## src/hw/rtl/sha256_byte_stream_hasher_macros.svh

```systemverilog
// Assertion macros shared by the hasher RTL.
`ifndef SHA256_BYTE_STREAM_HASHER_MACROS_SVH
`define SHA256_BYTE_STREAM_HASHER_MACROS_SVH

// Same-cycle implication, sampled on clk, off during reset.
`define SHA_ASSERT_IMP(lbl, ante, cons, msg) \
	lbl: assert property (@(posedge clk) disable iff (!arst_n) (ante) |-> (cons)) \
		else $error(msg);

// Next-cycle implication, sampled on clk, off during reset.
`define SHA_ASSERT_NXT(lbl, ante, cons, msg) \
	lbl: assert property (@(posedge clk) disable iff (!arst_n) (ante) |=> (cons)) \
		else $error(msg);

`endif

```

## src/hw/rtl/sha_pkg.sv

```systemverilog
// Types, constants and round functions of the SHA-256 hasher.
package sha_pkg;

	localparam logic OP_ABSORB = 1'b0;
	localparam logic OP_FINISH = 1'b1;

	localparam logic [7:0] PAD_MARK = 8'h80;

	// [0] is the most significant digest word
	typedef logic [7:0][31:0] hash_t;

	typedef struct packed {
		logic       shift_byte;
		logic [7:0] byte_val;
		logic       round_en;
		logic [5:0] round_idx;
		logic       load_vars;
		logic       add_hash;
		logic       init_hash;
		logic       dump;
	} ctrl_t;

	localparam hash_t HASH_IV = {
		32'h5be0cd19, 32'h1f83d9ab, 32'h9b05688c, 32'h510e527f,
		32'ha54ff53a, 32'h3c6ef372, 32'hbb67ae85, 32'h6a09e667
	};

	localparam logic [31:0] ROUND_K [64] = '{
		32'h428a2f98, 32'h71374491, 32'hb5c0fbcf, 32'he9b5dba5,
		32'h3956c25b, 32'h59f111f1, 32'h923f82a4, 32'hab1c5ed5,
		32'hd807aa98, 32'h12835b01, 32'h243185be, 32'h550c7dc3,
		32'h72be5d74, 32'h80deb1fe, 32'h9bdc06a7, 32'hc19bf174,
		32'he49b69c1, 32'hefbe4786, 32'h0fc19dc6, 32'h240ca1cc,
		32'h2de92c6f, 32'h4a7484aa, 32'h5cb0a9dc, 32'h76f988da,
		32'h983e5152, 32'ha831c66d, 32'hb00327c8, 32'hbf597fc7,
		32'hc6e00bf3, 32'hd5a79147, 32'h06ca6351, 32'h14292967,
		32'h27b70a85, 32'h2e1b2138, 32'h4d2c6dfc, 32'h53380d13,
		32'h650a7354, 32'h766a0abb, 32'h81c2c92e, 32'h92722c85,
		32'ha2bfe8a1, 32'ha81a664b, 32'hc24b8b70, 32'hc76c51a3,
		32'hd192e819, 32'hd6990624, 32'hf40e3585, 32'h106aa070,
		32'h19a4c116, 32'h1e376c08, 32'h2748774c, 32'h34b0bcb5,
		32'h391c0cb3, 32'h4ed8aa4a, 32'h5b9cca4f, 32'h682e6ff3,
		32'h748f82ee, 32'h78a5636f, 32'h84c87814, 32'h8cc70208,
		32'h90befffa, 32'ha4506ceb, 32'hbef9a3f7, 32'hc67178f2
	};

	function automatic logic [31:0] big_sigma0(input logic [31:0] x);
		return {x[1:0], x[31:2]} ^ {x[12:0], x[31:13]} ^ {x[21:0], x[31:22]};
	endfunction

	function automatic logic [31:0] big_sigma1(input logic [31:0] x);
		return {x[5:0], x[31:6]} ^ {x[10:0], x[31:11]} ^ {x[24:0], x[31:25]};
	endfunction

	function automatic logic [31:0] small_sigma0(input logic [31:0] x);
		return {x[6:0], x[31:7]} ^ {x[17:0], x[31:18]} ^ {3'b000, x[31:3]};
	endfunction

	function automatic logic [31:0] small_sigma1(input logic [31:0] x);
		return {x[16:0], x[31:17]} ^ {x[18:0], x[31:19]} ^ {10'd0, x[31:10]};
	endfunction

endpackage

```

## src/hw/rtl/sha_in_if.sv

```systemverilog
// Input channel: one absorb or finish request per transfer.
interface sha_in_if;
	logic       valid;
	logic       ready;
	logic       op;
	logic [7:0] data_byte;

	modport source (output valid, output op, output data_byte, input ready);
	modport sink (input valid, input op, input data_byte, output ready);
endinterface

```

## src/hw/rtl/sha_out_if.sv

```systemverilog
// Output channel: one digest word per transfer.
interface sha_out_if;
	logic        valid;
	logic        ready;
	logic [31:0] digest_word;
	logic [2:0]  word_index;
	logic        last_word;

	modport source (output valid, output digest_word, output word_index, output last_word,
		input ready);
	modport sink (input valid, input digest_word, input word_index, input last_word,
		output ready);
endinterface

```

## src/hw/rtl/sha_sched.sv

```systemverilog
// Block buffer and message schedule window, filled a byte at a time.
module sha_sched (
	input  logic           clk,
	input  sha_pkg::ctrl_t ctrl,
	output logic [31:0]    w_cur
);
	import sha_pkg::*;

	// [15] holds the oldest word; bytes enter at the low end
	logic [15:0][31:0] w_q;
	logic [31:0]       w_next;

	assign w_cur  = w_q[15];
	assign w_next = w_q[15] + small_sigma0(w_q[14]) + w_q[6] + small_sigma1(w_q[1]);

	always_ff @(posedge clk) begin
		if (ctrl.shift_byte) begin
			w_q <= {w_q[15][23:0], w_q[14:0], ctrl.byte_val};
		end else if (ctrl.round_en) begin
			w_q <= {w_q[14:0], w_next};
		end
	end
endmodule

```

## src/hw/rtl/sha_round.sv

```systemverilog
// Working variables, round datapath and chaining hash value.
module sha_round (
	input  logic           clk,
	input  logic           arst_n,
	input  sha_pkg::ctrl_t ctrl,
	input  logic [31:0]    w_cur,
	output sha_pkg::hash_t hash
);
	import sha_pkg::*;

	hash_t       hash_q;
	hash_t       v_q;
	logic [31:0] t1;
	logic [31:0] t2;
	logic [31:0] ch;
	logic [31:0] maj;

	assign hash = hash_q;

	// v_q[0..7] = a..h
	assign ch  = (v_q[4] & v_q[5]) ^ (~v_q[4] & v_q[6]);
	assign maj = (v_q[0] & v_q[1]) ^ (v_q[0] & v_q[2]) ^ (v_q[1] & v_q[2]);
	assign t1  = v_q[7] + big_sigma1(v_q[4]) + ch + ROUND_K[ctrl.round_idx] + w_cur;
	assign t2  = big_sigma0(v_q[0]) + maj;

	always_ff @(posedge clk) begin
		if (ctrl.load_vars) begin
			v_q <= hash_q;
		end else if (ctrl.round_en) begin
			v_q[7] <= v_q[6];
			v_q[6] <= v_q[5];
			v_q[5] <= v_q[4];
			v_q[4] <= v_q[3] + t1;
			v_q[3] <= v_q[2];
			v_q[2] <= v_q[1];
			v_q[1] <= v_q[0];
			v_q[0] <= t1 + t2;
		end
	end

	always_ff @(posedge clk or negedge arst_n) begin
		if (!arst_n) begin
			hash_q <= HASH_IV;
		end else if (ctrl.init_hash) begin
			hash_q <= HASH_IV;
		end else if (ctrl.add_hash) begin
			for (int i = 0; i < 8; i++) begin
				hash_q[i] <= hash_q[i] + v_q[i];
			end
		end
	end
endmodule

```

## src/hw/rtl/sha_ctrl.sv

```systemverilog
// Sequencer: byte intake, padding, round count and block bookkeeping.
module sha_ctrl (
	input  logic           clk,
	input  logic           arst_n,
	sha_in_if.sink         msg,
	input  logic           out_free,
	output sha_pkg::ctrl_t ctrl
);
	import sha_pkg::*;

	localparam logic [2:0] S_IDLE = 3'd0;
	localparam logic [2:0] S_PAD  = 3'd1;
	localparam logic [2:0] S_COMP = 3'd2;
	localparam logic [2:0] S_ADD  = 3'd3;
	localparam logic [2:0] S_DONE = 3'd4;

	localparam logic [5:0] LEN_POS  = 6'd56;
	localparam logic [5:0] LAST_POS = 6'd63;

	logic [2:0]  state_q;
	logic [5:0]  pos_q;
	logic [5:0]  round_q;
	logic        mark_q;
	logic        tail_q;
	logic        final_q;
	logic [63:0] len_q;
	logic [54:0] blocks_q;

	logic xfer;
	logic len_byte;

	assign msg.ready = (state_q == S_IDLE);
	assign xfer      = msg.valid && msg.ready;
	// length goes in the last eight bytes of the tail block
	assign len_byte  = mark_q && tail_q && (pos_q >= LEN_POS);

	always_comb begin
		ctrl = '0;
		ctrl.round_idx = round_q;
		case (state_q)
			S_IDLE: begin
				if (xfer && msg.op == OP_ABSORB) begin
					ctrl.shift_byte = 1'b1;
					ctrl.byte_val   = msg.data_byte;
					ctrl.load_vars  = (pos_q == LAST_POS);
				end
			end
			S_PAD: begin
				ctrl.shift_byte = 1'b1;
				if (!mark_q) begin
					ctrl.byte_val = PAD_MARK;
				end else if (len_byte) begin
					ctrl.byte_val = len_q[63:56];
				end else begin
					ctrl.byte_val = 8'h00;
				end
				ctrl.load_vars = (pos_q == LAST_POS);
			end
			S_COMP: ctrl.round_en = 1'b1;
			S_ADD:  ctrl.add_hash = 1'b1;
			S_DONE: begin
				ctrl.dump      = out_free;
				ctrl.init_hash = out_free;
			end
			default: ;
		endcase
	end

	always_ff @(posedge clk or negedge arst_n) begin
		if (!arst_n) begin
			state_q  <= S_IDLE;
			pos_q    <= '0;
			round_q  <= '0;
			mark_q   <= 1'b0;
			tail_q   <= 1'b0;
			final_q  <= 1'b0;
			blocks_q <= '0;
		end else begin
			case (state_q)
				S_IDLE: begin
					if (xfer) begin
						if (msg.op == OP_ABSORB) begin
							final_q <= 1'b0;
							pos_q   <= pos_q + 6'd1;
							if (pos_q == LAST_POS) begin
								state_q <= S_COMP;
							end
						end else begin
							final_q <= 1'b1;
							mark_q  <= 1'b0;
							tail_q  <= (pos_q < LEN_POS);
							state_q <= S_PAD;
						end
					end
				end
				S_PAD: begin
					mark_q <= 1'b1;
					pos_q  <= pos_q + 6'd1;
					if (pos_q == LAST_POS) begin
						state_q <= S_COMP;
					end
				end
				S_COMP: begin
					round_q <= round_q + 6'd1;
					if (round_q == LAST_POS) begin
						state_q <= S_ADD;
					end
				end
				S_ADD: begin
					if (!final_q) begin
						blocks_q <= blocks_q + 55'd1;
						state_q  <= S_IDLE;
					end else if (tail_q) begin
						state_q <= S_DONE;
					end else begin
						// marker spilled into this block; length needs one more
						tail_q  <= 1'b1;
						state_q <= S_PAD;
					end
				end
				S_DONE: begin
					if (out_free) begin
						blocks_q <= '0;
						pos_q    <= '0;
						state_q  <= S_IDLE;
					end
				end
				default: state_q <= S_IDLE;
			endcase
		end
	end

	// total bits: whole blocks times 512 plus buffered bytes times 8
	always_ff @(posedge clk) begin
		if (xfer && msg.op == OP_FINISH) begin
			len_q <= {blocks_q, pos_q, 3'b000};
		end else if (state_q == S_PAD && len_byte) begin
			len_q <= {len_q[55:0], 8'h00};
		end
	end
endmodule

```

## src/hw/rtl/sha_out.sv

```systemverilog
// Digest holding register, drained one word per transfer.
module sha_out (
	input  logic           clk,
	input  logic           arst_n,
	input  logic           dump,
	input  sha_pkg::hash_t hash,
	output logic           out_free,
	sha_out_if.source      digest
);
	import sha_pkg::*;

	localparam logic [2:0] LAST_IDX = 3'd7;

	hash_t      words_q;
	logic [2:0] idx_q;
	logic       busy_q;
	logic       xfer;

	assign xfer               = digest.valid && digest.ready;
	assign out_free           = !busy_q;
	assign digest.valid       = busy_q;
	assign digest.digest_word = words_q[0];
	assign digest.word_index  = idx_q;
	assign digest.last_word   = (idx_q == LAST_IDX);

	always_ff @(posedge clk) begin
		if (dump) begin
			words_q <= hash;
		end else if (xfer) begin
			words_q <= {32'd0, words_q[7:1]};
		end
	end

	always_ff @(posedge clk or negedge arst_n) begin
		if (!arst_n) begin
			busy_q <= 1'b0;
			idx_q  <= '0;
		end else if (dump) begin
			busy_q <= 1'b1;
			idx_q  <= '0;
		end else if (xfer) begin
			idx_q <= idx_q + 3'd1;
			if (idx_q == LAST_IDX) begin
				busy_q <= 1'b0;
			end
		end
	end
endmodule

```

## src/hw/rtl/sha256_byte_stream_hasher.sv

```systemverilog
// Top level of the SHA-256 byte stream hasher.
// Channel msg takes one request per transfer: op absorb appends data_byte to
// the message, op finish pads the message and produces its digest.
// Channel digest returns eight transfers per finish, word_index 0 (most
// significant) to 7, with last_word set on the eighth.
// An absorb is taken only while the sequencer is idle; the 64th byte of a block
// then starts the compression (64 rounds of the single round unit, one chaining add).
// A finish pads the tail block through the byte path (64 - fill bytes) and
// compresses it, and pads and compresses one more block when fewer than nine
// bytes are free in the tail block. The digest is then loaded into the
// holding register, once the previous digest has drained, and its first
// word is offered the cycle after that.
// Digest words sit in a holding register, so absorbs of the next message go
// on while the receiver stalls; the digest of a second finish waits until all
// eight words have gone.
// Reset loads the standard initial hash value and empties the buffer and bit
// count; no clearing pass is needed.
module sha256_byte_stream_hasher (
	input  logic      clk,
	input  logic      arst_n,
	sha_in_if.sink    msg,
	sha_out_if.source digest
);
	import sha_pkg::*;

`include "sha256_byte_stream_hasher_macros.svh"

	ctrl_t       ctrl;
	hash_t       hash;
	logic [31:0] w_cur;
	logic        out_free;
	logic        dig_xfer;

	assign dig_xfer = digest.valid && digest.ready;

	sha_ctrl u_ctrl (
		.clk      (clk),
		.arst_n   (arst_n),
		.msg      (msg),
		.out_free (out_free),
		.ctrl     (ctrl)
	);

	sha_sched u_sched (
		.clk   (clk),
		.ctrl  (ctrl),
		.w_cur (w_cur)
	);

	sha_round u_round (
		.clk    (clk),
		.arst_n (arst_n),
		.ctrl   (ctrl),
		.w_cur  (w_cur),
		.hash   (hash)
	);

	sha_out u_out (
		.clk      (clk),
		.arst_n   (arst_n),
		.dump     (ctrl.dump),
		.hash     (hash),
		.out_free (out_free),
		.digest   (digest)
	);

	`SHA_ASSERT_IMP(a_no_accept_in_rounds, ctrl.round_en, !msg.ready, "taken mid-compression")
	`SHA_ASSERT_IMP(a_dump_when_empty, ctrl.dump, !digest.valid, "digest overwritten")
	`SHA_ASSERT_NXT(a_burst_continues, dig_xfer && !digest.last_word, digest.valid, "burst broken")
	`SHA_ASSERT_NXT(a_burst_ends, dig_xfer && digest.last_word, !digest.valid, "extra digest word")
endmodule
```

## src/flat_wrapper.sv

```systemverilog
// flat-port wrapper written by rule: the top's interface ports become plain ports
module sha256_byte_stream_hasher_flat import sha_pkg::*;
  (clk, arst_n, msg_valid, msg_op, msg_data_byte, msg_ready, digest_valid, digest_digest_word, digest_word_index, digest_last_word, digest_ready);
  sha_in_if msg_i ();
  sha_out_if digest_i ();
  input  logic clk;
  input  logic arst_n;
  input wire logic [$bits(msg_i.valid)-1:0] msg_valid;
  input wire logic [$bits(msg_i.op)-1:0] msg_op;
  input wire logic [$bits(msg_i.data_byte)-1:0] msg_data_byte;
  output wire logic [$bits(msg_i.ready)-1:0] msg_ready;
  output wire logic [$bits(digest_i.valid)-1:0] digest_valid;
  output wire logic [$bits(digest_i.digest_word)-1:0] digest_digest_word;
  output wire logic [$bits(digest_i.word_index)-1:0] digest_word_index;
  output wire logic [$bits(digest_i.last_word)-1:0] digest_last_word;
  input wire logic [$bits(digest_i.ready)-1:0] digest_ready;
  assign msg_i.valid = msg_valid;
  assign msg_i.op = msg_op;
  assign msg_i.data_byte = msg_data_byte;
  assign msg_ready = msg_i.ready;
  assign digest_valid = digest_i.valid;
  assign digest_digest_word = digest_i.digest_word;
  assign digest_word_index = digest_i.word_index;
  assign digest_last_word = digest_i.last_word;
  assign digest_i.ready = digest_ready;
  sha256_byte_stream_hasher u_core (.clk(clk), .arst_n(arst_n), .msg(msg_i), .digest(digest_i));
endmodule
```

## config.mk

```make
export PLATFORM = sky130hd
export DESIGN_NAME = sha256_byte_stream_hasher_flat
export DESIGN_NICKNAME = d
export VERILOG_FILES = /design/src/hw/rtl/sha_pkg.sv /design/src/hw/rtl/sha_in_if.sv /design/src/hw/rtl/sha_out_if.sv /design/src/hw/rtl/sha_sched.sv /design/src/hw/rtl/sha_round.sv /design/src/hw/rtl/sha_ctrl.sv /design/src/hw/rtl/sha_out.sv /design/src/hw/rtl/sha256_byte_stream_hasher.sv /design/src/flat_wrapper.sv
export VERILOG_INCLUDE_DIRS = /design/src /design/src/hw/rtl
export SDC_FILE = /design/constraint.sdc
export NUM_CORES = 2
export LEC_CHECK = 0
export BUFFER_PORTS_ARGS = -buffer_cell sky130_fd_sc_hd__buf_4
export CORE_ASPECT_RATIO = 1.1
export CORE_MARGIN = 8
export CORE_UTILIZATION = 30
export DETAILED_ROUTE_END_ITERATION = 10
export GPL_ROUTABILITY_DRIVEN = 0
export PLACE_DENSITY = 0.54
export SETUP_SLACK_MARGIN = 0.4
export SLEW_MARGIN = 5
export SYNTH_ARGS = -nofsm -noshare
export SYNTH_HDL_FRONTEND = slang
export SYNTH_HIERARCHICAL = 1
export SYNTH_SLANG_ARGS = --single-unit
```

## constraint.sdc

```tcl
create_clock -name clk -period 28.1 [get_ports clk]
set_input_delay 4.215 -clock clk [delete_from_list [all_inputs] [get_ports clk]]
set_output_delay 4.215 -clock clk [all_outputs]
set_load 0.05 [all_outputs]
```

==> impl.org <==
** Run status
- Result of the run :: finished clean

** Clocking
- In this run, post-CTS repair resized a total of 0 instances.
- Maximum number of buffers from clock root to sink :: 4
- The clock tree synthesis step divided the H-tree into 4 levels.
- CTS tree :: built
- In this run the post-CTS setup repair buffer count came out at 0.
- Number of clock sinks :: 1,418
- Clk Tree Root Cell :: sky130_fd_sc_hd__clkbuf_16
- Clock tree synthesis inserted a total of approximately 180 buffers.
- For this design, the CTS-stage hold fixing added 0 buffers.
- Insertion delay of the later-clocked pin in the worst-skew pair :: 0.88 ns
- Clock-pin slew reported for the worst setup and hold paths after clock tree synthesis :: 0.06 ns

** Die
- Effective utilization at floorplan :: 0.301
- Num ports :: 51
- Die ar. :: ~320,000 um^2
- # rows :: 210
- From left edge to right edge, the die measures 537 um.
- The core region is approximately 300,000 um^2.
- Height of the die :: 589 um

** Min path
- Min-Delay Path Depth :: 1
- Start point of the worst min-delay path :: u_core/u_ctrl/mark_q
- Class of the most critical hold timing path :: reg2reg
- Endpoint of the worst hold path :: u_core/u_ctrl/mark_q

** Yosys
- Post-synthesis instance total :: 7,869
- Synth Flop Type :: sky130_fd_sc_hd__edfxtp_1
- Averaged over all synthesized cells, the footprint is 11.4 um^2.
- Flip-flop and latch count after synthesis :: 1,418
- For this run, the register share of the synthesized area comes to 0.459.
- The share of synthesized area in the top cell type comes to 0.364.
- Post-synth ARST share :: 0.235
- Summed over all instances, the cell type with the most area after synthesis is sky130_fd_sc_hd__edfxtp_1.
- Summed instance area of the synthesized netlist :: between 80,000 and 90,000 um^2
- Yosys mapped a number of flops with a built-in enable equal to 1,085.
- Yosys mapped the design onto 112 distinct sky130hd cell types.
- Largest cells by area after synthesis :: sky130_fd_sc_hd__edfxtp_1, sky130_fd_sc_hd__mux2_2, sky130_fd_sc_hd__ha_1
- Number of nets in the synthesized netlist :: 8,473
- Total of warnings raised by yosys :: 6

** Worst setup path
- Family with the most delay on the worst path :: compound AO/OA/AOI/OAI gates
- Highest net fanout along the worst path :: 17
- Cell with the biggest individual delay on the critical path :: sky130_fd_sc_hd__ha_1
- Crit Path Class :: reg2reg
- For this run, the slowest stage of the critical path takes a little over 0.7 ns.
- For the worst setup path, the data arrival time is 9.93 ns.
- Startpoint of the worst-slack reg-to-reg timing path :: u_core/u_ctrl/round_q[0]
- Capturing element type of the critical path :: flop
- Across all register-to-register paths, the minimum setup slack is approximately 19 ns.
- Reg2Reg Capture Point :: u_core/u_round/v_q[31]
- Measured in cells, the most critical reg-to-reg path has a length of 33.
- Among the stages of the critical path, the cell type that occurs most often is sky130_fd_sc_hd__inv_1.
- Number of buffers and inverters on the critical path :: 6
- Critical Path Source Type :: flop
- Required time at the worst-slack endpoint :: about 29 ns

** Timing
- Final setup TNS :: 0 ns
- Post-route minimum period :: roughly 9 ns
- The number of hold-slack violations in the final timing report is 0.
- For the pin with the worst max-slew slack, the measured transition is 1.31 ns.
- Clk_skew :: 0.116 ns
- Remaining max-slew budget at the tightest pin :: 0.120
- Final Max Slew Viols :: 0
- Share of the cycle needed by the critical path after routing :: 0.330
- Hold timing on the final database bottoms out at a slack of 0.501 ns.
- Highest Clock Rate :: 108 MHz
- Setup repair after global routing left no endpoint under its margin.
- Setup violations remaining at the end of the flow were counted as 0.

** Detailed routing
- In the final routed layout, each cell accounts on average for 21.4 um.
- First-pass DRT Iterations :: 7
- Aggregate routed wire length :: 253 mm
- The detailed router placed 60,800 vias in this run.
- Post-route DRC :: 0
- Antenna Violating Nets Remaining :: 0
- For this block, the initial DRC count from the detailed router was 4,960.
- Vias per Instance :: 5.14

** GRT
- Initial antenna violation count :: 7
- The first global-routing pass estimated roughly 380 mm of wire.
- Remaining global-route overflow :: 0
- In the global route stage, overall resource usage came out at 0.154.
- The number of global-route vias before repair is 61,300.
- Entering global routing, the biggest net connects 217 pins.

** Flow run
- The tool flagged a number of max-cap violations equal to 0.

** Placement
- Buffers placed on the I/O ports in this run total 50.
- Detailed placement finished with a half-perimeter wire length of 180 mm.

** Cells and area
- Of the cells placed in the final design, the portion with a size suffix greater than 1 is 0.195.
- From synthesis to final layout, the design area changed by 10.7%.
- Final Net Count :: 8,358
- Most common cell after layout, fill and taps aside :: sky130_fd_sc_hd__edfxtp_1
- The library cells used most frequently in the layout, excluding fill and tap cells, are sky130_fd_sc_hd__edfxtp_1, sky130_fd_sc_hd__mux2_2, sky130_fd_sc_hd__nand2_1, sky130_fd_sc_hd__inv_1, sky130_fd_sc_hd__a21oi_1.
[metrics by stage]
step	cell area [um^2]	instances	worst slack [ns]	utilization
after floorplan	89600	7869	15.05	-
after global placement	93600	11500	18.41	0.315
after detailed placement	93600	11500	18.31	0.315
after CTS	99200	11800	18.90	0.334
after global routing	99200	11800	18.21	0.334
final	99200	11800	18.83	0.334
[worst max-delay path by stage]
stage | start | to | slack, ns | depth (start not counted)
global placement | msg_valid | u_core/u_round/v_q[156] | 18.41 | 8
floorplan | msg_valid | u_core/u_sched/w_cur[0] | 15.05 | 7
global route | u_core/u_ctrl/round_q[0] | u_core/u_round/v_q[31] | 18.21 | 32
CTS | u_core/u_ctrl/round_q[0] | u_core/u_round/v_q[31] | 18.90 | 33
detailed placement | msg_valid | u_core/u_round/v_q[156] | 18.31 | 8
finish | u_core/u_ctrl/round_q[0] | u_core/u_round/v_q[31] | 18.83 | 33
[cell type report]
cell class | instances | area [um^2]
clock inverters | 87 | 697
clock buffers | 225 | 4830
inverters | 487 | 1850
multi-input cells | 5532 | 44700
fillers | 29600 | 198000
flip-flops and latches | 1418 | 41100
diodes | 3 | 7.51
well taps | 3922 | 4910
repair buffers | 139 | 1110
[cell usage after synthesis, types with 15 or more instances]
cell / count
sky130_fd_sc_hd__nand2b_1: 60
sky130_fd_sc_hd__nand4_1: 50
sky130_fd_sc_hd__a21boi_0: 19
sky130_fd_sc_hd__edfxtp_1: 1085
sky130_fd_sc_hd__or2_2: 21
sky130_fd_sc_hd__nor2_1: 425
sky130_fd_sc_hd__dfrtp_1: 197
sky130_fd_sc_hd__o311ai_0: 19
sky130_fd_sc_hd__o21ai_0: 414
sky130_fd_sc_hd__nor3_1: 98
sky130_fd_sc_hd__o21bai_1: 59
sky130_fd_sc_hd__nand3b_1: 15
sky130_fd_sc_hd__mux2i_1: 110
sky130_fd_sc_hd__a21oi_1: 431
sky130_fd_sc_hd__and3_1: 58
sky130_fd_sc_hd__nor4_1: 16
sky130_fd_sc_hd__buf_6: 18
sky130_fd_sc_hd__a31oi_1: 54
sky130_fd_sc_hd__clkbuf_1: 298
sky130_fd_sc_hd__nand2_1: 582
sky130_fd_sc_hd__a311oi_1: 16
sky130_fd_sc_hd__dfstp_2: 136
sky130_fd_sc_hd__nor2b_1: 56
sky130_fd_sc_hd__a211oi_1: 56
sky130_fd_sc_hd__and4_1: 19
sky130_fd_sc_hd__o22ai_1: 20
sky130_fd_sc_hd__nand3_1: 99
sky130_fd_sc_hd__xor2_1: 194
sky130_fd_sc_hd__a211o_1: 58
sky130_fd_sc_hd__buf_1: 35
sky130_fd_sc_hd__or3_1: 40
sky130_fd_sc_hd__ha_1: 396
sky130_fd_sc_hd__and2_1: 64
sky130_fd_sc_hd__xnor2_1: 360
sky130_fd_sc_hd__a21o_1: 223
sky130_fd_sc_hd__o21a_1: 66
sky130_fd_sc_hd__o31ai_1: 45
sky130_fd_sc_hd__o211ai_1: 37
sky130_fd_sc_hd__inv_1: 480
sky130_fd_sc_hd__fa_1: 195
sky130_fd_sc_hd__buf_4: 68
sky130_fd_sc_hd__mux2_2: 773
sky130_fd_sc_hd__mux2_4: 140
[layer usage]
metal	up-vias	share of wire	track usage
met3	534	0.046	0.0207
met5	-	0	0
met1	30200	0.44	0.200
met4	0	0.046	0.0618
li1	28300	-	-
met2	1744	0.47	0.260
[sequential cells by signal (all words and copies together), names as in the netlist]
signal	cells
u_core/u_out/words_q	224
u_core/u_ctrl/round_q	6
u_core/u_out/digest.digest_word	32
u_core/u_out/digest.word_index	3
u_core/u_sched/w_q	480
u_core/u_ctrl/pos_q	6
u_core/u_ctrl/len_q	61
u_core/u_sched/w_cur	32
u_core/u_ctrl/tail_q	1
u_core/u_ctrl/final_q	1
u_core/u_ctrl/state_q	3
u_core/u_ctrl/mark_q	1
u_core/u_round/hash	256
u_core/u_out/digest.valid	1
u_core/u_round/v_q	256
u_core/u_ctrl/blocks_q	55
[logic make-up after synthesis]
kind of cell	after synthesis	synth area share
AO/OA/AOI/OAI	1696	0.123
AND/OR/NAND/NOR	1657	0.0871
flip-flops	1418	0.459
multiplexers	1029	0.134
buffers and inverters	919	0.0431
adder cells (fa/ha/maj)	595	0.0993
XOR/XNOR	555	0.0544
Power is left out: the tool's default activity adds up to more than one toggle a clock period on the data nets, which glitch-free logic cannot reach.
